## config.mk

```make
export PLATFORM = sky130hd
export DESIGN_NAME = mfra_controller
export DESIGN_NICKNAME = d
export VERILOG_FILES = /design/src/sv/mfra_pkg.sv /design/src/sv/mfra_controller.sv
export SDC_FILE = /design/constraint.sdc
export NUM_CORES = 1
export LEC_CHECK = 0
export BUFFER_PORTS_ARGS = -buffer_cell sky130_fd_sc_hd__buf_2
export CAP_MARGIN = 20
export CORE_AREA = 2 2 39 41
export CTS_CLUSTER_DIAMETER = 30
export DETAILED_ROUTE_END_ITERATION = 6
export DIE_AREA = 0 0 41 43
export GPL_TIMING_DRIVEN = 0
export PLACE_DENSITY = 0.54
export RECOVER_POWER = 25
export REMOVE_ABC_BUFFERS = 1
export SLEW_MARGIN = 30
export SYNTH_ARGS = -nofsm -noshare
export SYNTH_HDL_FRONTEND = slang
export SYNTH_SLANG_ARGS = --single-unit
```

## constraint.sdc

```tcl
create_clock -name clock -period 4.4 [get_ports clock]
set_clock_uncertainty 0.15 [all_clocks]
set_input_delay 0.66 -clock clock [delete_from_list [all_inputs] [get_ports clock]]
set_output_delay 0.66 -clock clock [all_outputs]
set_load 0.005 [all_outputs]
```

## src/sv/mfra_pkg.sv

```systemverilog
`default_nettype none

package mfra_pkg;

   // Default depth of the frame store.
   localparam int DEF_MAX_PIXELS = 65536;

   localparam int CHAN_W   = 8;
   localparam int FC_W     = 8;
   localparam int PPF_W    = 17;
   localparam int SUM_W    = 3 * CHAN_W;

   // Configuration port.
   localparam int CSR_IDX_W  = 2;
   localparam int CSR_DATA_W = PPF_W;
   localparam logic [CSR_IDX_W-1:0] CSR_FRAME_COUNT      = 2'd0;
   localparam logic [CSR_IDX_W-1:0] CSR_PIXELS_PER_FRAME = 2'd1;

   localparam logic [FC_W-1:0]  FC_RESET  = 8'd1;
   localparam logic [PPF_W-1:0] PPF_RESET = 17'd65536;

   // Reciprocal of the frame count, ceil(2^RECIP_SHIFT / n).
   localparam int RECIP_SHIFT = 16;
   localparam int RECIP_W     = RECIP_SHIFT + 1;
   localparam int RECIP_CNT_W = $clog2(RECIP_SHIFT + 1);
   localparam logic [RECIP_W-1:0] RECIP_ONE = 17'h10000;
   localparam int PROD_W = CHAN_W + RECIP_W;

   typedef struct packed {
      logic [CHAN_W-1:0] red_in;
      logic [CHAN_W-1:0] green_in;
      logic [CHAN_W-1:0] blue_in;
   } pixel_type;

   typedef struct packed {
      logic [CHAN_W-1:0] red_avg;
      logic [CHAN_W-1:0] green_avg;
      logic [CHAN_W-1:0] blue_avg;
      logic              frame_done;
   } result_type;

   typedef struct packed {
      logic clear_wr;
      logic accept;
      logic acc_en;
      logic recip_step;
      logic recip_last;
   } dp_cmd_type;

   typedef struct packed {
      logic clear_last;
      logic fc_write;
      logic out_stall;
   } dp_status_type;

endpackage

`default_nettype wire

```

## src/sv/mfra_controller.sv

```systemverilog
`default_nettype none

module mfra_controller
   import mfra_pkg::*;
(
   input  wire logic          clock,
   input  wire logic          reset,
   input  wire logic          req_valid,
   output logic               req_ready,
   input  wire dp_status_type status,
   output dp_cmd_type         cmd
);

   localparam logic [1:0] ST_CLEAR = 2'd0;
   localparam logic [1:0] ST_IDLE  = 2'd1;
   localparam logic [1:0] ST_ACC   = 2'd2;

   logic [1:0]             state_ff, state_in;
   logic [RECIP_CNT_W-1:0] recip_cnt_ff, recip_cnt_in;
   logic                   recip_busy;

   always_comb begin
      recip_busy     = recip_cnt_ff != '0;
      req_ready      = (state_ff == ST_IDLE) && !recip_busy;
      cmd.clear_wr   = state_ff == ST_CLEAR;
      cmd.accept     = req_valid && req_ready;
      cmd.acc_en     = (state_ff == ST_ACC) && !status.out_stall;
      cmd.recip_step = recip_busy && !status.fc_write;
      cmd.recip_last = cmd.recip_step && (recip_cnt_ff == RECIP_CNT_W'(1));
   end

   always_comb begin
      state_in = state_ff;
      case (state_ff)
         ST_CLEAR: begin
            if (status.clear_last) begin
               state_in = ST_IDLE;
            end
         end
         ST_IDLE: begin
            if (cmd.accept) begin
               state_in = ST_ACC;
            end
         end
         ST_ACC: begin
            if (cmd.acc_en) begin
               state_in = ST_IDLE;
            end
         end
         default: begin
            state_in = ST_CLEAR;
         end
      endcase
   end

   always_comb begin
      recip_cnt_in = recip_cnt_ff;
      if (status.fc_write) begin
         recip_cnt_in = RECIP_CNT_W'(RECIP_SHIFT);
      end else if (recip_busy) begin
         recip_cnt_in = recip_cnt_ff - 1'b1;
      end
   end

   always_ff @(posedge clock) begin
      if (reset) begin
         state_ff     <= ST_CLEAR;
         recip_cnt_ff <= '0;
      end else begin
         state_ff     <= state_in;
         recip_cnt_ff <= recip_cnt_in;
      end
   end

endmodule

`default_nettype wire

```

* Word level (Yosys, flattened, before mapping) *
Cells that the tools add are included.

storage, ports and cells
  flip-flop bits (word level) = 7
  latch bits = 0
  memory bits (writable) = 0
  memory bits (read-only) = 0
  input bits = 6
  output and inout port bits = 6
  word-level logic and storage cells = 29
  memories = 0

cells by class
  $add $sub $neg = 1
  multipliers = 0
  divide/modulo/power cells = 0
  $lt $le $gt $ge = 0
  eq/ne operators = 6
  shifts and indexed selects = 0
  multiplexer cells = 6
  bitwise gates (word level) = 0
  reduce and logical (&&, ||, !) cells = 13

operator list
  kind                                              number
  2-to-1 mux 5 bit                                  2
  2-to-1 mux 2 bit                                  3
  != test 2 bit, second input constant              3
  one-hot mux 2 bit (3 select lines)                1
  == test 5 x 1 -> 1 bit, second input constant     1
  logical AND 1 bit                                 5
  nonzero test 5 bit                                1
  subtractor 5 x 1 -> 5 bit, second input constant  1
  zero test 1 bit                                   3
  AND reduction 3 bit                               1
  == test 2 x 1 -> 1 bit, second input constant     1
  == test 2 bit, second input constant              1
  zero test 2 bit                                   1
  nonzero test 2 bit                                1
  OR reduction 2 bit                                1

* Logic depth before layout (Yosys ltp) *
Gate-level depths: netlist (run 1).

  depth after elaboration = 6
  depth in mapped cells = 5
  depth with buffers taken out = 5

* Least setup slack after synthesis (run 1) *
OpenSTA, ideal clock, no wires.

  path type = reg2out
  start point = reg recip_cnt_ff[1]
  end point = out cmd[0] (netlist bit)
  data arrival time = 1,320 ps
  required time = 3,590 ps
  slack = 2,270 ps
  cell stages (with the launch flop) = 6
  path buffers = 0
  cells stage by stage = dfxtp_1 -> inv_1 -> ha_1 -> nor4b_4 -> nor2_1 -> and4b_1

RTL lines
  element                 line                   source
  from (decl)             mfra_controller.sv:19  logic [RECIP_CNT_W-1:0] recip_cnt_ff, recip_cnt_in;
  from (signal assigned)  mfra_controller.sv:71  recip_cnt_ff <= recip_cnt_in;
  to (decl)               mfra_controller.sv:11  output dp_cmd_type cmd

==> flow_summary.toml, run 1 <==
[run_status]
outcome = "complete, no violations"

[placement]
port_buffers = 11
dp_slack_ns = 2.000
gp_congestion = 0.6196
hpwl_um = 561.3

[route]
viasPerCell = 4.789
postRouteWirelength_um = 731
avgRoutedWirePerCell_um = 10.30
drtIter0Drc = 6
ant_nets = 0
first_pass_iters = 4
route.detailed.drc = 0
vias = 340

[worst_setup_path]
r2r_slack_ns = 2.54
crit_type = "reg -> out"
critical_path_arrival_ns = 1.84
cp-start-kind = "flop"
endpoint_kind = "output pin"
crit_start = "recip_cnt_ff[0]$_SDFFE_PP0P_"
r2r-start = "recip_cnt_ff[0]$_SDFFE_PP0P_"
crit_fanout = 9
rr_worst_depth = 5
worstPathRequired_ns = 3.59

[final_layout]
area_delta_synth_final_pct = 27.18
drive_gt1_share_pct = 30.91
diodes = 0
nets = 64

[min_path]
hp-class = "reg -> reg"
hp-start = "recip_cnt_ff[1]$_SDFFE_PP0P_"
worstHoldPathCells = 2

[timing]
period_share_pct = 60.13
setup_ws_ns = 1.754
slew_headroom_pct = 60.90
finalSetupViolCount = 0
drv_slew = 0
timing.fmax_ghz = 0.3780
rsz0062_at_grt = "false"
min_period_ns = 2.646
tightest_slew_ns = 0.5840
finalHoldViolCount = 0
tns_ns = 0

[floorplan]
die-area_um2 = 1763
die_h_um = 43
rows = 14
pin_count = 12
start_util_pct = 26.94
core_um2 = 1384
die_w_um = 41

[clocking]
root_buffer = "clkbuf_4"
clkSlewWorstSetupHoldPaths_ns = 0.05
cts.repair.resized = 0
cts_buffer_depth = 2
post-cts-setup-buffers = 0
postCtsHoldBufs = 0
cts_tree = "done"
h-tree-depth = 1
cts.sinks = 7
cts_buffers = 3
clock_latency_ns = 0.24

[power_and_ir_drop]
p_leak_uw = 0.0002124
peakVddDrop_mv = 0.1054
p_per_area_nw_per_um2 = 417.5

[run]
cap_violations = 0

[logic_synthesis]
ys_top_cells_by_area = "dfxtp_1 (38%), xnor2_1 (7.0%), ha_1 (6.7%)"
syn_area_per_cell_um2 = 9.321
ys_ff_latch = 7
netlist_top_cells_count = "dfxtp_1 (7), nor2_1 (6), inv_1 (3), nor3_1 (3), xnor2_1 (3)"
yosysWarnings = 0
synth-edff-count = 0
synthFlopType = "dfxtp_1"
synthCells = 40
async_flop_share_pct = 0
yosysTopAreaCell = "dfxtp_1"
yosysMostFrequentCell = "dfxtp_1"
syn-cell-area_um2 = 372.9
synth_cell_types = 21
synth_top_area_share_pct = 37.58
ys_seq_area_share_pct = 37.58

[global_route]
grt_pass1_vias = 293
grt_overflow = 0
grt_use_total_pct = 11.17
antenna_found_initial = 0
grt_max_degree = 10
grt_pass1_wl_mm = 1.207
==> power breakdown <==
| part | total, uW | switching (uW) | internal, uW |
|---|---|---|---|
| Sequential | 80.2 | 9.25 | 70.9 |
| Clock | 56.3 | 21.9 | 34.5 |
| Combinational | 61.5 | 29.4 | 32.1 |
==> registers in the layout, summed over array words and instances, names as in the netlist <==
signal,count
recip_cnt_ff,5
state_ff,2
==> placed cells by master (no fill, tap or decap) <==
cell       netlist  routed
nand2_1          1       1
nor3_1           3       3
ha_1             2       2
nor2_1           6       6
xnor2_1          3       3
o21ai_0          1       1
clkbuf_1         0       1
and4b_1          1       1
nand3_1          1       1
a21boi_0         1       1
dfxtp_1          7       7
inv_1            3       3
buf_2            0      11
and3_1           1       1
nand4b_1         1       1
nor3b_1          1       1
a21oi_1          1       1
nor2b_1          1       1
nand3b_1         1       1
nor4b_4          1       1
clkbuf_4         0       3
or3b_2           1       1
a2111oi_2        1       1
nor4_1           2       2
==> per-stage QoR <==
| step | util (%) | hold slack [ns] | instance area, um2 | total power, uW | instances |
|---|---|---|---|---|---|
| floorplan | - | 0.3418 | 372.9 | 125.5 | 40 |
| global placement | 32.37 | 0.3801 | 447.9 | 142.8 | 67 |
| detailed placement | 32.37 | 0.3821 | 447.9 | 143.2 | 67 |
| CTS | 34.27 | 0.3897 | 474.2 | 203.4 | 71 |
| global route | 34.27 | 0.4280 | 474.2 | 217.2 | 71 |
| finish | 34.27 | 0.3812 | 474.2 | 198.0 | 71 |
==> kinds of logic after synthesis <==
group	Yosys count	synth area share, %
simple gates	21	36.91
fa+ha+maj	2	6.710
buf+inv	3	3.020
compound gates	4	8.722
xor+xnor	3	7.048
flops	7	37.58
==> layout make-up <==
cell class              instances  area (um2)
clock buffers                   4       26.28
fillers                       146       909.6
inverters                       3       11.26
multi-input cells              30       221.5
flip-flops and latches          7       140.1
well taps                      16       20.02
repair buffers                 11       55.05
==> metal layers <==
metal	up-vias	track usage (%)	share of wire, %
met3	0	6.283	10
met1	154	11.65	44
met2	14	15.00	45
met5	-	0	0
met4	0	10.00	0
li1	172	-	-
==> critical path, stage by stage, from the launching register on <==
cell and delay, ns:
dfxtp_1 0.32, inv_1 0.09, ha_1 0.22, nor4b_4 0.52, nor2_1 0.09, and4b_1 0.22
buf_2 0.12
==> worst paths after layout <==
kind,endpoint
max,cmd[0]
max reg2reg,recip_cnt_ff[1]$_SDFFE_PP0P_
min,recip_cnt_ff[1]$_SDFFE_PP0P_
min reg2reg,recip_cnt_ff[1]$_SDFFE_PP0P_
Power figures use the tool's default switching activity.
==> inputs of run 2 (changes only) <==
Settings changed: PLACE_DENSITY 0.54 to 0.56.
Clock period 4.4 ns to 2.2 ns, I/O delays scaled along.
==> run 2 against run 1 <==
Hold slack worse by 0.18 ns. Clock power up 100%. Global-route usage down 0.51 points. Critical path depth up 1. Combinational power up 130%. Core utilization up 1.2 points. Register-to-register slack worse by 2.1 ns. Clock-buffer cell count unchanged. Final cell count up 2.8%. Flip-flop and latch count unchanged. Via count unchanged. Worst setup slack worse by 1.6 ns. Highest routed layer is now met4.
==> flow_summary.toml, run 2 (synthesis gave the netlist of run 1 again) <==
[final_layout]
final_common_cell = "buf_2"
drive_gt1_share_pct = 33.33
diodes = 0
final_cells = 73
ff_latch_area_um2 = 140.1
largest_reg_flops = 5
nets = 66
area_delta_synth_final_pct = 31.54
top_regs = "recip_cnt_ff (5), state_ff (2)"
multi_input_area_um2 = 224.0
fill_cells = 142
fin_area_um2 = 490.5
final_cell_mix = "buf_2 (9), dfxtp_1 (7), nor2_1 (6)"
top_register = "recip_cnt_ff"

[clocking]
cts_buffers = 3
h-tree-depth = 1
cts_buffer_depth = 2
root_buffer = "clkbuf_4"
clkSlewWorstSetupHoldPaths_ns = 0.05
cts_tree = "done"
clock_latency_ns = 0.24
cts.sinks = 7

[floorplan]
rows = 14
start_util_pct = 26.94
die-area_um2 = 1763
core_um2 = 1384
die_w_um = 41
pin_count = 12
die_h_um = 43

[min_path]
hp-start = "reset"
hp-class = "in -> reg"

[route]
avgRoutedWirePerCell_um = 9.863
route.detailed.drc = 0
ant_nets = 0
vias = 340
viasPerCell = 4.658
postRouteWirelength_um = 720
drtIter0Drc = 2
first_pass_iters = 3

[timing]
tns_ns = 0
tightest_slew_ns = 0.2446
drv_slew = 0
finalSetupViolCount = 0
timing.fmax_ghz = 0.4889
period_share_pct = 92.97
slew_headroom_pct = 83.66
min_period_ns = 2.045
finalHoldViolCount = 0
rsz0062_at_grt = "false"

[power_and_ir_drop]
finalPower_uw = 414.4
p_switching_uw = 125.1
peakVddDrop_mv = 0.2912
combPwrFrac_pct = 34.2
netSwitchingFraction_pct = 30.19
internal_power_uw = 289.3
p_leak_uw = 0.0002180
p_per_area_nw_per_um2 = 844.9
clock_power_share_pct = 27.3
pwr-share-seq_pct = 38.6

[placement]
hpwl_um = 526.5
dpl_cell_area_um2 = 447.9
place_inst = 67
gp_congestion = 0.5992
port_buffers = 11

[worst_setup_path]
worstPathRequired_ns = 1.72
crit_start = "recip_cnt_ff[0]$_SDFFE_PP0P_"
cp-start-kind = "flop"
crit_fanout = 4
crit_type = "reg -> out"
critical_path_arrival_ns = 1.57
endpoint_kind = "output pin"
r2r_slack_ns = 0.41
r2r-start = "recip_cnt_ff[0]$_SDFFE_PP0P_"

[global_route]
grt_pass1_wl_mm = 1.228
grt_pass1_vias = 311
grt_use_total_pct = 10.65
antenna_found_initial = 0
grt_max_degree = 9
grt_overflow = 0

[run]
cap_violations = 0

[run_status]
outcome = "complete, no violations"
run 2: final cells by class:
class	count	area share, %
multi-input cells	30	45.66
well taps	16	4.082
repair buffers	13	14.03
flip-flops and latches	7	28.57
inverters	3	2.296
clock buffers	4	5.357
run 2: power groups by stage:
stage	clock, uW	combinational, uW	sequential [uW]
2_1_floorplan	0	92.0	159
5_1_grt	129	159	163
3_3_place_gp	0	122	163
4_1_cts	120	141	160
6_report	113	142	160
3_5_place_dp	0	122	163
run 2: path summary, 6_finish.rpt:
path                            cells after the start                           end
worst max-delay path                                7                        cmd[3]
worst min-delay path                                2  recip_cnt_ff[1]$_SDFFE_PP0P_
worst min register to register                      2  recip_cnt_ff[1]$_SDFFE_PP0P_
worst max register to register                      7  recip_cnt_ff[1]$_SDFFE_PP0P_
run 2: routing by layer:
metal | GRT usage [%] | vias up | part of all wire [%]
met5 | 0 | - | 0
met4 | 10.00 | 0 | 1.1
met3 | 3.141 | 2 | 6.5
met2 | 13.44 | 12 | 43
met1 | 13.55 | 148 | 49
li1 | - | 178 | -
run 2: through the flow:
stage / utilization, % / hold WS [ns] / worst slack, ns
6_report: 35.44 / 0.1972 / 0.1546
4_1_cts: 35.35 / 0.1850 / 0.1173
5_1_grt: 35.44 / 0.1918 / 0.007223
2_1_floorplan: - / 0.2489 / 0.4001
3_3_place_gp: 32.37 / 0.3770 / 0.1545
3_5_place_dp: 32.37 / 0.3791 / 0.1414
run 2: what timing repair did:
| action | 4_1_cts | 5_1_grt |
|---|---|---|
| endpoints found under the setup margin | 3 | 1 |
| setup buffers | 2 | 0 |
| resized for setup | 0 | 1 |
| hold buffers | 0 | 0 |
run 2: worst max-delay path, stage by stage (launching register included):
cell and delay [ns]:
dfxtp_1 0.32, inv_1 0.10, ha_2 0.21, nor4b_4 0.22, buf_4 0.18, nand4b_1 0.12
inv_1 0.07, buf_2 0.10
==> inputs of run 3 (changes only) <==
Settings changed: ABC_AREA set to 1, PLACE_DENSITY 0.56 to 0.6.
==> run 3 against run 2 <==
Final area grew 5.9%. Sequential power shrank 5%. Core utilization is 2.1 points higher. Clock-buffer cell count decreased by 1. Via count rose by 7.6%. Worst setup slack better by 0.084 ns. Clock power up 4%. Critical endpoint is now cmd[0]. Highest routed layer unchanged. Critical path depth is 1 lower.
==> flow_summary.toml, run 3 <==
[logic_synthesis]
synthFlopType = "dfxtp_1"
synthCells = 51
yosysMostFrequentCell = "inv_1"
yosysWarnings = 0
ys_seq_area_share_pct = 33.43
netlist_top_cells_count = "inv_1 (9), dfxtp_1 (7), nor3_1 (5), nand2_1 (4)"
syn-cell-area_um2 = 419.2
synth-edff-count = 0
syn_area_per_cell_um2 = 8.219
async_flop_share_pct = 0
ys_top_cells_by_area = "dfxtp_1 (33%), inv_1 (8.1%), a21oi_2 (6.3%)"
synth_top_area_share_pct = 33.43
ys_ff_latch = 7
synth_cell_types = 22
yosysTopAreaCell = "dfxtp_1"

[global_route]
grt_overflow = 0
grt_pass1_vias = 340
grt_use_total_pct = 10.45
antenna_found_initial = 0
grt_max_degree = 7
grt_pass1_wl_mm = 1.262

[run]
cap_violations = 0

[worst_setup_path]
endpoint_kind = "output pin"
worstPathRequired_ns = 1.72
crit_type = "reg -> out"
critical_path_arrival_ns = 1.48
cp-start-kind = "flop"
crit_fanout = 6

[clocking]
cts_buffer_depth = 2
cts_tree = "done"
h-tree-depth = 1
root_buffer = "clkbuf_4"
post-cts-setup-buffers = 0
cts.sinks = 7
cts.repair.resized = 0
clkSlewWorstSetupHoldPaths_ns = 0.06
postCtsHoldBufs = 0
cts_buffers = 3
clock_latency_ns = 0.26

[timing]
rsz0062_at_grt = "false"
slew_headroom_pct = 82.39
drv_slew = 0
timing.fmax_ghz = 0.5099
tightest_slew_ns = 0.2638
min_period_ns = 1.961
period_share_pct = 89.14
tns_ns = 0
finalSetupViolCount = 0
finalHoldViolCount = 0

[power_and_ir_drop]
peakVddDrop_mv = 0.3189
p_per_area_nw_per_um2 = 765.1
p_leak_uw = 0.0002527

[route]
vias = 366
first_pass_iters = 2
postRouteWirelength_um = 701
ant_nets = 0
route.detailed.drc = 0
avgRoutedWirePerCell_um = 8.549
viasPerCell = 4.463
drtIter0Drc = 1

[final_layout]
nets = 75
final_common_cell = "buf_2"
ff_latch_area_um2 = 140.1
diodes = 0
drive_gt1_share_pct = 37.88
largest_reg_flops = 5
area_delta_synth_final_pct = 23.88
final_cells = 82
fill_cells = 147
top_register = "recip_cnt_ff"
multi_input_area_um2 = 235.2
final_cell_mix = "buf_2 (11), inv_1 (9), dfxtp_1 (7), nand2_1 (5), nor3_1 (5)"
top_regs = "recip_cnt_ff (5), state_ff (2)"

[floorplan]
core_um2 = 1384
die_w_um = 41
die_h_um = 43
start_util_pct = 30.29
die-area_um2 = 1763
pin_count = 12
rows = 14

[run_status]
outcome = "complete, no violations"

[placement]
gp_congestion = 0.7138
place_inst = 78
hpwl_um = 618
port_buffers = 11

[min_path]
hp-class = "in -> reg"
## run 3: cell count changes after synthesis, sizes merged, moves of 2 or more
cell,change
xnor2,-2
nor3,+2
a21oi,+3
nor4,-2
nand2,+5
inv,+7
nand3,+4
## run 3: final cells by class
type,instances,share of cell area [%]
Multi-Input combinational cell,33,45.30
Sequential cell,7,26.99
Timing Repair Buffer,11,10.60
Inverter,11,7.952
Clock buffer,3,4.337
Tap cell,16,3.855
Clock inverter,1,0.9639
## run 3: cell families (layout without fill, tap and decap cells)
logic type	count (synthesis)	after routing	synth area share, %
DFF	7	7	33.43
adders and majority gates	2	2	5.969
and+or+nand+nor	22	22	34.33
buffers and inverters	11	26	9.848
xor gates and xnor gates	2	2	4.180
AOI/OAI and AO/OA	7	7	12.24
## run 3: worst paths after layout
| path | end | slack [ns] | cells past startpoint | startpoint |
|---|---|---|---|---|
| max | cmd[0] | 0.24 | 6 | recip_cnt_ff[0]$_SDFFE_PP0P_ |
| min | state_ff[1]$_SDFFE_PP0P_ | 0.11 | 2 | reset |
| max reg2reg | state_ff[0]$_SDFFE_PP0P_ | 0.75 | 7 | recip_cnt_ff[0]$_SDFFE_PP0P_ |
| min reg2reg | recip_cnt_ff[4]$_SDFFE_PP0P_ | 0.34 | 2 | recip_cnt_ff[4]$_SDFFE_PP0P_ |
## run 3: per-stage QoR
step | setup WS, ns | instance area, um2 | power [uW] | util (%) | hold slack, ns
after floorplan | 0.7061 | 419.2 | 254.7 | - | 0.2424
after global placement | 0.5668 | 494.2 | 284.6 | 35.71 | 0.3285
after detailed placement | 0.5494 | 494.2 | 286.6 | 35.71 | 0.3416
after CTS | 0.2598 | 521.8 | 408.3 | 37.70 | 0.1058
after global routing | 0.07358 | 519.2 | 432.1 | 37.52 | 0.1042
final | 0.2389 | 519.2 | 397.3 | 37.52 | 0.1135
## run 3: routing by layer
metal / track usage (%) / wire (um) / share of wire, %
met3: 3.141 / 27 / 3.9
met1: 13.23 / 325 / 46
met4: 6.000 / 17 / 2.4
met2: 15.00 / 331 / 47
met5: 0 / 0 / 0
## run 3: where the power goes
part	total (uW)	internal, uW	leakage (uW)	switching [uW]
combinational	127	52.0	0.000177	75.5
clock	118	66.6	0.0000177	51.3
sequential	152	140	0.0000576	11.8
total	397	259	0.000253	139
## run 3: worst max-delay path: stages, from the launching register on
cell     delay, ns
dfxtp_1       0.35
inv_1         0.08
ha_1          0.24
nand2_1       0.19
nor2_8        0.08
nor3_1        0.15
buf_2         0.13
